**src/shortest_remaining_time_scheduler_assert.svh**
```systemverilog
// Assertion macros for the scheduler RTL.
// SRTF_ASSERT checks a property outside of reset.
// SRTF_ASSERT_ALWAYS checks a property at every edge, reset included.
`ifndef SHORTEST_REMAINING_TIME_SCHEDULER_ASSERT_SVH
`define SHORTEST_REMAINING_TIME_SCHEDULER_ASSERT_SVH
`ifndef SYNTHESIS
`define SRTF_ASSERT(name, prop) \
  name: assert property (@(posedge clk) disable iff (rst) prop) \
    else $error("scheduler check failed");
`define SRTF_ASSERT_ALWAYS(name, prop) \
  name: assert property (@(posedge clk) prop) \
    else $error("scheduler check failed");
`else
`define SRTF_ASSERT(name, prop)
`define SRTF_ASSERT_ALWAYS(name, prop)
`endif
`endif

```
**src/srtf_pkg.sv**
```systemverilog
package srtf_pkg;

  // Parameter defaults
  localparam int MAX_TASKS_DEF  = 16;
  localparam int TIME_WIDTH_DEF = 16;

  // Fixed field widths of the ports
  localparam int STATUS_W = 2;
  localparam int ID_W     = 5;
  localparam int FIELD_W  = 16;

  // Opcodes
  localparam logic OP_LOAD = 1'b0;
  localparam logic OP_TICK = 1'b1;

  // Result status codes
  localparam logic [STATUS_W-1:0] ST_LOADED   = 2'd0;
  localparam logic [STATUS_W-1:0] ST_RAN      = 2'd1;
  localparam logic [STATUS_W-1:0] ST_IDLE     = 2'd2;
  localparam logic [STATUS_W-1:0] ST_REJECTED = 2'd3;

  // Control from the sequencer to the pick unit
  typedef struct packed {
    logic clear;  // start a new scan
    logic load;   // a table entry is on the read data this cycle
  } pick_ctrl_t;

endpackage

```
**src/srtf_ram.sv**
```systemverilog
module srtf_ram
  import srtf_pkg::*;
#(
  parameter int WIDTH = 3 * TIME_WIDTH_DEF,
  parameter int DEPTH = MAX_TASKS_DEF
) (
  input  logic                     clk,
  input  logic                     we,
  input  logic [$clog2(DEPTH)-1:0] waddr,
  input  logic [WIDTH-1:0]         wdata,
  input  logic                     re,
  input  logic [$clog2(DEPTH)-1:0] raddr,
  output logic [WIDTH-1:0]         rdata
);

  logic [WIDTH-1:0] mem [DEPTH];

  // Write port
  always_ff @(posedge clk) begin
    if (we) begin
      mem[waddr] <= wdata;
    end
  end

  // Registered read port
  always_ff @(posedge clk) begin
    if (re) begin
      rdata <= mem[raddr];
    end
  end

endmodule

```
**src/srtf_pick.sv**
```systemverilog
module srtf_pick
  import srtf_pkg::*;
#(
  parameter int TIME_WIDTH = TIME_WIDTH_DEF,
  parameter int IDX_W      = $clog2(MAX_TASKS_DEF)
) (
  input  logic                  clk,
  input  logic                  rst,
  input  pick_ctrl_t            ctrl,
  input  logic [IDX_W-1:0]      entry_idx,
  input  logic [TIME_WIDTH-1:0] entry_arr,
  input  logic [TIME_WIDTH-1:0] entry_burst,
  input  logic [TIME_WIDTH-1:0] entry_rem,
  input  logic [TIME_WIDTH-1:0] clock_value,
  output logic                  found,
  output logic [IDX_W-1:0]      best_idx,
  output logic [TIME_WIDTH-1:0] best_arr,
  output logic [TIME_WIDTH-1:0] best_burst,
  output logic [TIME_WIDTH-1:0] best_rem
);

  logic eligible;
  logic better;

  // Arrived and unfinished; strict less-than keeps the earliest on a tie
  assign eligible = (entry_arr <= clock_value) && (entry_rem != '0);
  assign better   = eligible && (!found || (entry_rem < best_rem));

  // Track whether any candidate has been seen
  always_ff @(posedge clk) begin
    if (rst) begin
      found <= 1'b0;
    end else if (ctrl.clear) begin
      found <= 1'b0;
    end else if (ctrl.load && better) begin
      found <= 1'b1;
    end
  end

  // Hold the best entry so far
  always_ff @(posedge clk) begin
    if (ctrl.load && better) begin
      best_idx   <= entry_idx;
      best_arr   <= entry_arr;
      best_burst <= entry_burst;
      best_rem   <= entry_rem;
    end
  end

endmodule

```
**src/shortest_remaining_time_scheduler.sv**
```systemverilog
// Channel   Handshake                    Payload
// item      item_valid / item_ready      opcode, arrival_time, burst_time
// result    result_valid / result_ready  status, task_id, finished, completion_time,
//                                        turnaround, waiting, all_done, clock_now
//
// A load transaction goes through the load and emit steps before the next acceptance.
// A tick transaction goes through the scan, pick and emit steps; the task RAM has one
// read port, so the scan reads one table entry per cycle.
// Reset is synchronous and clears counters and clock; the RAM is not cleared,
// only entries below the load count are read.
// A stalled result holds in the output register; the next item is taken
// meanwhile and waits in the last step until the register frees.
module shortest_remaining_time_scheduler
  import srtf_pkg::*;
#(
  parameter int MAX_TASKS  = MAX_TASKS_DEF,
  parameter int TIME_WIDTH = TIME_WIDTH_DEF
) (
  input  logic                clk,
  input  logic                rst,
  input  logic                item_valid,
  output logic                item_ready,
  input  logic                opcode,
  input  logic [FIELD_W-1:0]  arrival_time,
  input  logic [FIELD_W-1:0]  burst_time,
  output logic                result_valid,
  input  logic                result_ready,
  output logic [STATUS_W-1:0] status,
  output logic [ID_W-1:0]     task_id,
  output logic                finished,
  output logic [FIELD_W-1:0]  completion_time,
  output logic [FIELD_W-1:0]  turnaround,
  output logic [FIELD_W-1:0]  waiting,
  output logic                all_done,
  output logic [FIELD_W-1:0]  clock_now
);

`include "shortest_remaining_time_scheduler_assert.svh"

  localparam int IDX_W = $clog2(MAX_TASKS);
  localparam int CNT_W = $clog2(MAX_TASKS + 1);
  localparam int ENT_W = 3 * TIME_WIDTH;

  localparam logic [2:0] S_IDLE = 3'd0;
  localparam logic [2:0] S_LOAD = 3'd1;
  localparam logic [2:0] S_SCAN = 3'd2;
  localparam logic [2:0] S_PICK = 3'd3;
  localparam logic [2:0] S_EMIT = 3'd4;

  logic [2:0]            state;
  logic [TIME_WIDTH-1:0] at_r;
  logic [TIME_WIDTH-1:0] bt_r;
  logic [CNT_W-1:0]      loaded_count;
  logic [CNT_W-1:0]      done_count;
  logic [TIME_WIDTH-1:0] clock_value;
  logic [CNT_W-1:0]      scan_idx;
  logic                  rd_vld;
  logic [IDX_W-1:0]      rd_idx;

  // Pending result
  logic [STATUS_W-1:0]   res_status;
  logic [ID_W-1:0]       res_id;
  logic                  res_fin;
  logic [FIELD_W-1:0]    res_ct;
  logic [FIELD_W-1:0]    res_tat;
  logic [FIELD_W-1:0]    res_wt;
  logic                  res_all;
  logic [FIELD_W-1:0]    res_clk;

  logic                  accept;
  logic                  issue;
  logic                  load_ok;
  logic                  ram_we;
  logic [IDX_W-1:0]      ram_waddr;
  logic [ENT_W-1:0]      ram_wdata;
  logic                  ram_re;
  logic [IDX_W-1:0]      ram_raddr;
  logic [ENT_W-1:0]      ram_rdata;

  pick_ctrl_t            pick_ctrl;
  logic                  found;
  logic [IDX_W-1:0]      best_idx;
  logic [TIME_WIDTH-1:0] best_arr;
  logic [TIME_WIDTH-1:0] best_burst;
  logic [TIME_WIDTH-1:0] best_rem;

  logic [TIME_WIDTH-1:0] clock_inc;
  logic [TIME_WIDTH-1:0] rem_dec;
  logic [TIME_WIDTH-1:0] tat_val;
  logic [TIME_WIDTH-1:0] wt_val;
  logic                  task_fin;
  logic [CNT_W-1:0]      done_next;
  logic [CNT_W-1:0]      loaded_next;

  assign item_ready = (state == S_IDLE);
  assign accept     = item_valid && item_ready;

  // Scan read: one entry per cycle while below the load count
  assign issue     = (state == S_SCAN) && (scan_idx < loaded_count);
  assign ram_re    = issue;
  assign ram_raddr = scan_idx[IDX_W-1:0];

  // Load check: room in the table and nonzero burst
  assign load_ok     = (loaded_count < CNT_W'(MAX_TASKS)) && (bt_r != '0);
  assign loaded_next = loaded_count + CNT_W'(1);

  // Tick arithmetic on the picked task
  assign clock_inc = (clock_value == {TIME_WIDTH{1'b1}}) ? clock_value
                                                         : clock_value + 1'b1;
  assign rem_dec   = best_rem - 1'b1;
  assign task_fin  = found && (rem_dec == '0);
  assign tat_val   = clock_inc - best_arr;
  assign wt_val    = (tat_val >= best_burst) ? (tat_val - best_burst) : '0;
  assign done_next = done_count + CNT_W'(task_fin);

  // RAM write: new task on load, decremented remaining time on tick
  always_comb begin
    ram_we    = 1'b0;
    ram_waddr = best_idx;
    ram_wdata = {best_arr, best_burst, rem_dec};
    if (state == S_LOAD) begin
      ram_we    = load_ok;
      ram_waddr = loaded_count[IDX_W-1:0];
      ram_wdata = {at_r, bt_r, bt_r};
    end else if (state == S_PICK) begin
      ram_we = found;
    end
  end

  assign pick_ctrl.clear = accept;
  assign pick_ctrl.load  = rd_vld;

  srtf_ram #(
    .WIDTH (ENT_W),
    .DEPTH (MAX_TASKS)
  ) u_ram (
    .clk   (clk),
    .we    (ram_we),
    .waddr (ram_waddr),
    .wdata (ram_wdata),
    .re    (ram_re),
    .raddr (ram_raddr),
    .rdata (ram_rdata)
  );

  srtf_pick #(
    .TIME_WIDTH (TIME_WIDTH),
    .IDX_W      (IDX_W)
  ) u_pick (
    .clk         (clk),
    .rst         (rst),
    .ctrl        (pick_ctrl),
    .entry_idx   (rd_idx),
    .entry_arr   (ram_rdata[ENT_W-1 -: TIME_WIDTH]),
    .entry_burst (ram_rdata[2*TIME_WIDTH-1 -: TIME_WIDTH]),
    .entry_rem   (ram_rdata[TIME_WIDTH-1:0]),
    .clock_value (clock_value),
    .found       (found),
    .best_idx    (best_idx),
    .best_arr    (best_arr),
    .best_burst  (best_burst),
    .best_rem    (best_rem)
  );

  // Sequencer and architectural counters
  always_ff @(posedge clk) begin
    if (rst) begin
      state        <= S_IDLE;
      loaded_count <= '0;
      done_count   <= '0;
      clock_value  <= '0;
      scan_idx     <= '0;
      rd_vld       <= 1'b0;
    end else begin
      rd_vld <= issue;
      rd_idx <= ram_raddr;
      unique case (state)
        S_IDLE: begin
          if (accept) begin
            scan_idx <= '0;
            state    <= (opcode == OP_LOAD) ? S_LOAD : S_SCAN;
          end
        end
        S_LOAD: begin
          if (load_ok) begin
            loaded_count <= loaded_next;
          end
          state <= S_EMIT;
        end
        S_SCAN: begin
          if (issue) begin
            scan_idx <= scan_idx + CNT_W'(1);
          end else begin
            state <= S_PICK;
          end
        end
        S_PICK: begin
          clock_value <= clock_inc;
          done_count  <= done_next;
          state       <= S_EMIT;
        end
        S_EMIT: begin
          if (!result_valid || result_ready) begin
            state <= S_IDLE;
          end
        end
        default: begin
          state <= S_IDLE;
        end
      endcase
    end
  end

  // Capture the item payload
  always_ff @(posedge clk) begin
    if (accept) begin
      at_r <= TIME_WIDTH'(arrival_time);
      bt_r <= TIME_WIDTH'(burst_time);
    end
  end

  // Build the pending result
  always_ff @(posedge clk) begin
    if (state == S_LOAD) begin
      res_status <= load_ok ? ST_LOADED : ST_REJECTED;
      res_id     <= load_ok ? ID_W'(loaded_next) : '0;
      res_fin    <= 1'b0;
      res_ct     <= '0;
      res_tat    <= '0;
      res_wt     <= '0;
      res_all    <= load_ok ? (done_count == loaded_next) : (done_count == loaded_count);
      res_clk    <= FIELD_W'(clock_value);
    end else if (state == S_PICK) begin
      res_status <= found ? ST_RAN : ST_IDLE;
      res_id     <= found ? ID_W'(CNT_W'(best_idx) + CNT_W'(1)) : '0;
      res_fin    <= task_fin;
      res_ct     <= task_fin ? FIELD_W'(clock_inc) : '0;
      res_tat    <= task_fin ? FIELD_W'(tat_val) : '0;
      res_wt     <= task_fin ? FIELD_W'(wt_val) : '0;
      res_all    <= (done_next == loaded_count);
      res_clk    <= FIELD_W'(clock_inc);
    end
  end

  // Output register: hold until the result transaction completes
  always_ff @(posedge clk) begin
    if (rst) begin
      result_valid <= 1'b0;
    end else if ((state == S_EMIT) && (!result_valid || result_ready)) begin
      result_valid <= 1'b1;
    end else if (result_ready) begin
      result_valid <= 1'b0;
    end
  end

  always_ff @(posedge clk) begin
    if ((state == S_EMIT) && (!result_valid || result_ready)) begin
      status          <= res_status;
      task_id         <= res_id;
      finished        <= res_fin;
      completion_time <= res_ct;
      turnaround      <= res_tat;
      waiting         <= res_wt;
      all_done        <= res_all;
      clock_now       <= res_clk;
    end
  end

  `SRTF_ASSERT(a_count_order, (done_count <= loaded_count) && (loaded_count <= CNT_W'(MAX_TASKS)))
  `SRTF_ASSERT(a_no_ram_collision, (ram_we && ram_re) |-> (ram_waddr != ram_raddr))
  `SRTF_ASSERT(a_scan_complete, (state == S_PICK) |-> ((scan_idx == loaded_count) && !rd_vld))
  `SRTF_ASSERT(a_idle_no_task, (result_valid && (status == ST_IDLE)) |-> ((task_id == '0) && !finished))
  `SRTF_ASSERT_ALWAYS(a_reset_clears, rst |=> ((state == S_IDLE) && !result_valid))

endmodule

```
**config.mk**
```make
export PLATFORM = sky130hd
export DESIGN_NAME = shortest_remaining_time_scheduler
export DESIGN_NICKNAME = d
export VERILOG_FILES = /design/src/srtf_pkg.sv /design/src/srtf_ram.sv /design/src/srtf_pick.sv /design/src/shortest_remaining_time_scheduler.sv
export VERILOG_INCLUDE_DIRS = /design/src /design/src/src
export SDC_FILE = /design/constraint.sdc
export NUM_CORES = 1
export LEC_CHECK = 0
export BUFFER_PORTS_ARGS = -buffer_cell sky130_fd_sc_hd__buf_2
export CAP_MARGIN = 20
export CELL_PAD_IN_SITES_DETAIL_PLACEMENT = 1
export CELL_PAD_IN_SITES_GLOBAL_PLACEMENT = 2
export CORE_ASPECT_RATIO = 0.7
export CORE_UTILIZATION = 45
export CTS_CLUSTER_DIAMETER = 100
export CTS_CLUSTER_SIZE = 12
export DETAILED_ROUTE_END_ITERATION = 6
export PLACE_DENSITY_LB_ADDON = 0.1
export SLEW_MARGIN = 20
export SYNTH_ARGS = -nofsm -noshare
export SYNTH_HDL_FRONTEND = slang
export SYNTH_HIERARCHICAL = 1
export SYNTH_SLANG_ARGS = --single-unit
```
**constraint.sdc**
```tcl
create_clock -name clk -period 8 [get_ports clk]
set_input_delay 1.6 -clock clk [delete_from_list [all_inputs] [get_ports clk]]
set_output_delay 1.6 -clock clk [all_outputs]
set_load 0.05 [all_outputs]
```
==> impl_results.md, run 1 <==
* Max FO, Critical Path at 16
* Setup ws final at 2.51 ns
* Vias at 23404
* VDD IR max at between 0.15 and 0.2 mV
* Hold-fix buffers, CTS at 0
* CTS resizes at 0
* Final critical-path required period at around 5.5 ns
* Power share of the clock group at roughly two fifths
* Area Overhead vs Synth at 12.2%
* DP Wirelength at 72400 um
* Fraction of layout cells with a size suffix above 1 at 20.5%
* Residual DRC count at 0
* Clock root buffer: clkbuf_16
* Die W at 373 um
* Synth Instances at about 2500
* Clock sink count at between 1000 and 1500
* HP Class: reg2reg
* Pin count of the biggest net entering global routing at 86
* Iteration-0 DRC Markers at approximately 2300
* Core ar. at ~95000 um2
* Seq pwr share at a little under three fifths
* GRT Total Usage at between 20% and 30%
* Die area at around 100000 um2
* Post-route ant nets at 0
* Drt wl/cell at around 30 um
* RSZ-0062 raised after global routing: no
* Cell area after synthesis at 43300 um2
* Clock Path Buffers at 3
* Final Skew at 0.0325 ns
* Part of the power in combinational logic at approximately 5.6%
* Critical Path Sink Type: flop
* Power per cell area at 235 nW/um2
* Status: finished clean
* Sw power at roughly 0.0025 W
* Clock transition at path regs at ~0.070 ns
* Warnings, synthesis at 6
* Synth Flop Type: edfxtp_1
* Final Routed Wirelength at ~120000 um
* Die Height at ~260 um
* Seq/Total Area, Yosys at 73.5%
* CTS buffer count at 100
* Top cell type by total area after synthesis: edfxtp_1
* Tcrit/Tclk final at 68.7%
* Boundary Pins at between 100 and 150
* Syn nets at ~2600
* Fin Hold WS at roughly 0.41 ns
* Number of enable flip-flop cells after synthesis at ~1000
* Std cell rows at between 90 and 100
* Dpl ws at ~2.6 ns
* CP Class: reg2reg
* Slew Viols, Final at 0
* CP Launch Type: flop
* Nets at about 2800
* Worst-Skew Late Latency at 0.72 ns
* H-tree levels at 3
* Netlist cell types at 74
* WP data arrival at 6.10 ns
* Synth Area per Inst at about 18 um2
* Fillers at 8731
* # Max-Cap Violations at 0
* Yosys reg bits at 1087
* Synth top area cells: edfxtp_1 69%, mux4_2 10%, dfxtp_1 4.0%
* Internal Power at between 0.008 and 0.009 W
* Initial DRT Pass Iterations at 5
* First-pass GRT wire length at ~170000 um
* Max frequency at ~0.18 GHz
* I/O Buffers at 111
* Switching Share at between 20% and 30%
* Leak Pwr at between 15 and 20 nW
* Async SR Flop Fraction at 0%
* Remaining Overflow, GRT at 0
* Vias in the first global route at approximately 24000
* Setup TNS at 0 ns
* Critical Path RT at ~8.6 ns
* CTS tree: yes
* Post-CTS Setup Repair Bufs at 0
* Endpoints failing setup at 0
* Final hold viol count at 0
* Worst-margin pin slew at roughly 1.1 ns
* Initial antenna violation count at 3
* Slew headroom at around a quarter
* Share of the synthesized area in the top cell type at 69.5%
* Via-to-Cell Ratio at ~5.9
* RD Place Congestion at around 0.85
* Initial Util at around 46%
==> routing by layer <==
layer | wire length [um] | track usage, %
met4 | 3180 | 7.06
met2 | 53700 | 36.9
met3 | 8280 | 5.18
met1 | 55400 | 37.6
met5 | 0 | 0
==> state kept, by name, indices dropped and copies added, names as in the netlist, 4 cells and up <==
| signal | count |
|---|---|
| res_id | 5 |
| clock_now | 16 |
| u_pick/best_rem | 16 |
| waiting | 16 |
| turnaround | 16 |
| u_pick/best_burst | 16 |
| task_id | 5 |
| u_pick/best_arr | 16 |
| scan_idx | 5 |
| completion_time | 16 |
| done_count | 5 |
| at_r | 16 |
| bt_r | 16 |
| u_ram/rdata | 48 |
| u_pick/best_idx | 4 |
| res_clk | 16 |
| res_tat | 16 |
| clock_value | 16 |
| res_wt | 16 |
| rd_idx | 4 |
| u_ram/mem | 768 |
| res_ct | 16 |
| loaded_count | 5 |
==> cell usage in the layout (no fill, tap or decap), types with 18 or more instances in the layout <==
cell type  netlist  routed
edfxtp_1      1001    1001
inv_1           93      91
nand4_1         19      19
buf_2           10     111
xnor2_1         45      45
nand3_1         24      24
clkbuf_1        64      39
buf_4           18      87
o21ai_0         98      93
nor2_1          88      73
a22oi_1         96      96
mux4_2         192     192
nand2_1        203     203
xor2_1          39      39
a21oi_1         58      58
ha_1            75      75
a22o_1          22      22
nor3_1          22      18
clkbuf_16        0     100
dfxtp_1         86      84
==> path summary, 6_finish.rpt <==
path                                from                              to  slack, ns  cells after the start
min            u_ram/rdata[16]$_DFFE_PP_  u_pick/best_burst[0]$_DFFE_PP_       0.41                      0
max          clock_value[0]$_SDFFE_PP0N_         res_wt[11]$_SDFFE_PP0N_       2.51                     17
min reg2reg    u_ram/rdata[16]$_DFFE_PP_  u_pick/best_burst[0]$_DFFE_PP_       0.41                      0
max reg2reg  clock_value[0]$_SDFFE_PP0N_         res_wt[11]$_SDFFE_PP0N_       2.51                     17
==> cell families after synthesis <==
logic type      after synthesis  share of synthesized area (%)
simple gates                447                           4.85
buf+inv                     205                           2.00
xor+xnor                     84                           1.70
flops                      1087                           73.5
mux                         196                           10.1
fa+ha+maj                    77                           2.26
compound gates              363                           5.61
==> synthesized netlist by cell type (5+ instances only) <==
master    count
and3_1        7
and2_1        5
nor2b_1       7
or3_1        11
clkbuf_1     64
xor2_1       39
buf_2        10
o211ai_1      7
o31ai_1       5
o21a_1        6
o21ai_0      98
a21oi_1      58
nor2_1       88
edfxtp_1   1001
nor4_1       17
o21ai_2      10
nand3b_1      6
buf_1        18
xnor2_1      45
and4_1        5
a21o_1       10
nand2b_1     11
a22o_1       22
o31a_1        5
a22oi_1      96
mux4_2      192
nor3_1       22
ha_1         75
a211oi_1      7
a31oi_1       5
nand4_1      19
dfxtp_1      86
buf_4        18
nand2_1     203
inv_1        93
nand3_1      24
==> worst max-delay path: stages, from the launching register on <==
cell	delay [ns]
dfxtp_1	0.50
ha_1	0.24
and4_1	0.27
nand4_1	0.40
and3_1	0.40
xor2_1	0.39
ha_1	0.39
a211oi_1	0.24
a21oi_1	0.15
a21oi_1	0.38
nor4_1	0.09
or3_1	0.45
ha_1	0.42
nand3_1	0.13
nor2_1	0.18
a41oi_1	0.15
a31o_4	0.36
o31ai_1	0.25
==> power by group through the flow <==
stage,Clock [W],Combinational [W],Sequential (W)
after floorplan,0,0.000399,0.00651
after global placement,0,0.000621,0.00649
after detailed placement,0,0.000643,0.00649
after CTS,0.00447,0.000645,0.00637
after global routing,0.00463,0.000688,0.00638
final,0.00437,0.000638,0.00637
==> final cells by class <==
type | count | area (um2) | area share (%)
clock buffer | 139 | 2650 | 5.46
tap | 1248 | 1560 | 3.22
antenna | 1 | 2.50 | 0.00516
inverter | 93 | 349 | 0.720
timing repair buffer | 199 | 1230 | 2.53
sequential | 1087 | 31800 | 65.5
clock inverter | 8 | 166 | 0.343
multi-input combinational | 1167 | 10800 | 22.2
==> per-stage QoR <==
| stage | area (um2) | utilization (%) | power [W] | std cells |
|---|---|---|---|---|
| 6_report | 48500 | 51.3 | 0.0114 | 3942 |
| 5_1_grt | 48500 | 51.3 | 0.0117 | 3941 |
| 4_1_cts | 48500 | 51.3 | 0.0115 | 3940 |
| 3_5_place_dp | 45700 | 48.3 | 0.00714 | 3793 |
| 3_3_place_gp | 45700 | 48.3 | 0.00711 | 3793 |
| 2_1_floorplan | 43300 | - | 0.00691 | 2459 |
Note: power is estimated with default switching activity, not from simulation.
==> run 2: changes to the inputs <==
- CORE_UTILIZATION: 45 -> 43
- clock period: 8 -> 5 ns (I/O delays scaled with it)
==> run 2 against run 1 <==
Net effect: flip-flop and latch count unchanged; first-iteration DRC count down 2.1%; cell count up 2.6%; wire length up 0.42%; setup slack worse by 2.2 ns; final area up 1.5%; count of clock-buffer cells in the layout down 2; non-clock buffer count up 32; largest cell class unchanged; highest routed layer unchanged.
==> impl_results.md, run 2 (synthesis gave the netlist of run 1 again) <==
* DP Wirelength at 74600 um (was 72400 um)
* Setup TNS at 0 ns (unchanged)
* Final hold viol count at 0 (unchanged)
* CP Cell Sequence: ha_1 -> and4_1 -> and4_1 -> nor3_2 -> and4_4 -> xor2_1 -> buf_4 -> ha_2 -> a21oi_2 -> a21oi_1 -> a31oi_1 -> o21ai_2 -> or2_2 -> xnor2_2 -> ha_4 -> nand3_1 -> nor2_1 -> a41oi_1 -> a31o_4 -> buf_12 -> o31ai_1 (was ha_1 -> and4_1 -> nand4_1 -> and3_1 -> xor2_1 -> ha_1 -> a211oi_1 -> a21oi_1 -> a21oi_1 -> nor4_1 -> or3_1 -> ha_1 -> nand3_1 -> nor2_1 -> a41oi_1 -> a31o_4 -> o31ai_1)
* Critical Path Sink Type: flop (unchanged)
* First-pass GRT wire length at 174000 um (was 172000 um)
* Final Skew at 0.0253 ns (was 0.0325 ns)
* Non-Filler Instances at 4045 (was 3942)
* I/O Buffers at 111 (unchanged)
* Drt wl/cell at 29.9 um (was 30.6 um)
* CTS tree: yes (unchanged)
* RD Place Congestion at 0.855 (was 0.848)
* Placed Area at 46300 um2 (was 45700 um2)
* Leak Pwr at 16.0 nW (was 15.8 nW)
* Tcrit/Tclk final at 93.7% (was 68.7%)
* Die Height at 267 um (was 261 um)
* Max FO, Critical Path at 8 (was 16)
* Status: finished clean (unchanged)
* Die area at 102000 um2 (was 97400 um2)
* Largest Register: u_ram/mem (unchanged)
* Slowest Stage Delay on Critical Path at 0.33 ns (was 0.50 ns)
* Initial Util at 43.8% (was 45.7%)
* Post-route ant nets at 0 (unchanged)
* Hold_sp: u_ram/rdata[24]$_DFFE_PP_ (was u_ram/rdata[16]$_DFFE_PP_)
* Nets at 2794 (was 2762)
* Worst-margin pin slew at 1.06 ns (was 1.12 ns)
* GRT Total Usage at 24.0% (was 25.0%)
* H-tree levels at 3 (unchanged)
* VDD IR max at 0.284 mV (was 0.187 mV)
* Slew headroom at 28.7% (was 25.3%)
* Most frequent cells in the layout: 1001 x edfxtp_1, 203 x nand2_1, 192 x mux4_2 (unchanged)
* Residual DRC count at 0 (unchanged)
* Final Routed Wirelength at 121000 um (about the same)
* Clock transition at path regs at 0.07 ns (about the same)
* Critical Path RT at 5.61 ns (was 8.61 ns)
* WP data arrival at 5.30 ns (was 6.10 ns)
* CTS buffer count at 100 (unchanged)
* Iteration-0 DRC Markers at 2271 (was 2319)
* RR Startpoint: clock_value[0]$_SDFFE_PP0N_ (unchanged)
* Core ar. at 98900 um2 (was 94600 um2)
* Via-to-Cell Ratio at 5.82 (was 5.94)
* Max frequency at 0.213 GHz (was 0.182 GHz)
* Most common cell after layout, fill and taps aside: edfxtp_1 (unchanged)
* Clock Path Buffers at 3 (unchanged)
* Setup ws final at 0.316 ns (was 2.51 ns)
* Final critical-path required period at 4.68 ns (was 5.49 ns)
* Placed insts at 3897 (was 3793)
* Dpl ws at -0.0105 ns (was 2.61 ns)
* Flop-to-flop setup slack at 0.32 ns (was 2.51 ns)
* Max reg flops at 768 (unchanged)
* Seq. cell area at 31800 um2 (unchanged)
* Worst hold path stage count at 0 (unchanged)
* Die W at 381 um (was 373 um)
* Power per cell area at 370 nW/um2 (was 235 nW/um2)
* Post-route cell area at 49200 um2 (was 48500 um2)
* Vias in the first global route at 24488 (was 24059)
* Clock root buffer: clkbuf_16 (unchanged)
* CP Launch Type: flop (unchanged)
* Clock sink count at 1087 (unchanged)
* CP Class: reg2reg (unchanged)
* Initial DRT Pass Iterations at 5 (unchanged)
* Worst path slowest cell: ha_4 (was dfxtp_1)
* Fraction of layout cells with a size suffix above 1 at 22.1% (was 20.5%)
* Area Overhead vs Synth at 13.8% (was 12.2%)
* Multi-input gate area at 10900 um2 (was 10800 um2)
* HP Class: reg2reg (unchanged)
* Pin count of the biggest net entering global routing at 90 (was 86)
* Vias at 23530 (was 23404)
* Initial antenna violation count at 2 (was 3)
* Remaining Overflow, GRT at 0 (unchanged)
* Boundary Pins at 112 (unchanged)
* Worst setup startpoint: clock_value[0]$_SDFFE_PP0N_ (unchanged)
* # Max-Cap Violations at 0 (unchanged)
* R2R depth at 21 (was 17)
* Fin util at 49.8% (was 51.3%)
* Worst-Skew Late Latency at 0.70 ns (was 0.72 ns)
* Std cell rows at 96 (was 94)
* Fillers at 9123 (was 8731)
* Largest regs: u_ram/mem x768, u_ram/rdata x48 (unchanged)
* Most used cell, CP: and4_1 (was ha_1)
* Slew Viols, Final at 0 (unchanged)
* Endpoints failing setup at 0 (unchanged)
==> run 2: cell count changes in the layout (fill, tap and decap cells not counted), moves of 3 or more <==
cell / delta
buf_16: +5
buf_4: +10
buf_12: +17
o21ai_0: -5
ha_1: -3
a21oi_2: +3
o21ai_2: +4
clkbuf_1: -3
a21oi_1: -3
==> run 2: final timing paths <==
check	to
worst max-delay path	res_wt[3]$_SDFFE_PP0N_
worst min-delay path	u_pick/best_burst[8]$_DFFE_PP_
worst max register to register	res_wt[3]$_SDFFE_PP0N_
worst min register to register	u_pick/best_burst[8]$_DFFE_PP_
==> run 2: what timing repair did <==
action / 4_1_cts / 5_1_grt
endpoints found under the setup margin: 6 / 16
resized for setup: 1 / 19
gates cloned: 0 / 0
buffers inserted: 2 / 2
pin swaps: 1 / 2
hold buffers: 0 / 0
==> run 2: worst max-delay path: cells and delay by family (launching register included) <==
family / cells / cell delay [ns]
compound gates: 7 / 1.27
xor+xnor: 2 / 0.34
fa+ha+maj: 3 / 0.87
buf+inv: 2 / 0.30
flops: 1 / 0.32
simple gates: 7 / 1.51
==> run 2: power by group <==
group	total (W)	internal, W	switching [W]
Sequential	0.0102	0.0101	0.0000702
Clock	0.00696	0.00368	0.00328
Combinational	0.00105	0.000371	0.000680
Total	0.0182	0.0142	0.00403
==> run 2: stage by stage <==
step | hold slack [ns] | power [W]
detailed placement | 0.406 | 0.0114
global route | 0.424 | 0.0187
finish | 0.412 | 0.0182
CTS | 0.416 | 0.0184
floorplan | 0.400 | 0.0110
global placement | 0.402 | 0.0114
==> run 2: area by class of cell <==
| cell class | instances | share of cell area, % |
|---|---|---|
| Antenna cell | 1 | 0.00508 |
| Clock buffer | 137 | 5.41 |
| Clock inverter | 6 | 0.229 |
| Inverter | 93 | 0.709 |
| Multi-Input combinational cell | 1167 | 22.1 |
| Sequential cell | 1087 | 64.6 |
| Tap cell | 1323 | 3.36 |
| Timing Repair Buffer | 231 | 3.62 |
==> run 2: metal layers <==
| layer | global-route usage [%] | share of wire [%] |
|---|---|---|
| met4 | 5.85 | 2.1 |
| met3 | 5.38 | 6.6 |
| met2 | 36.0 | 45 |
| met1 | 35.5 | 46 |
| met5 | 0 | 0 |
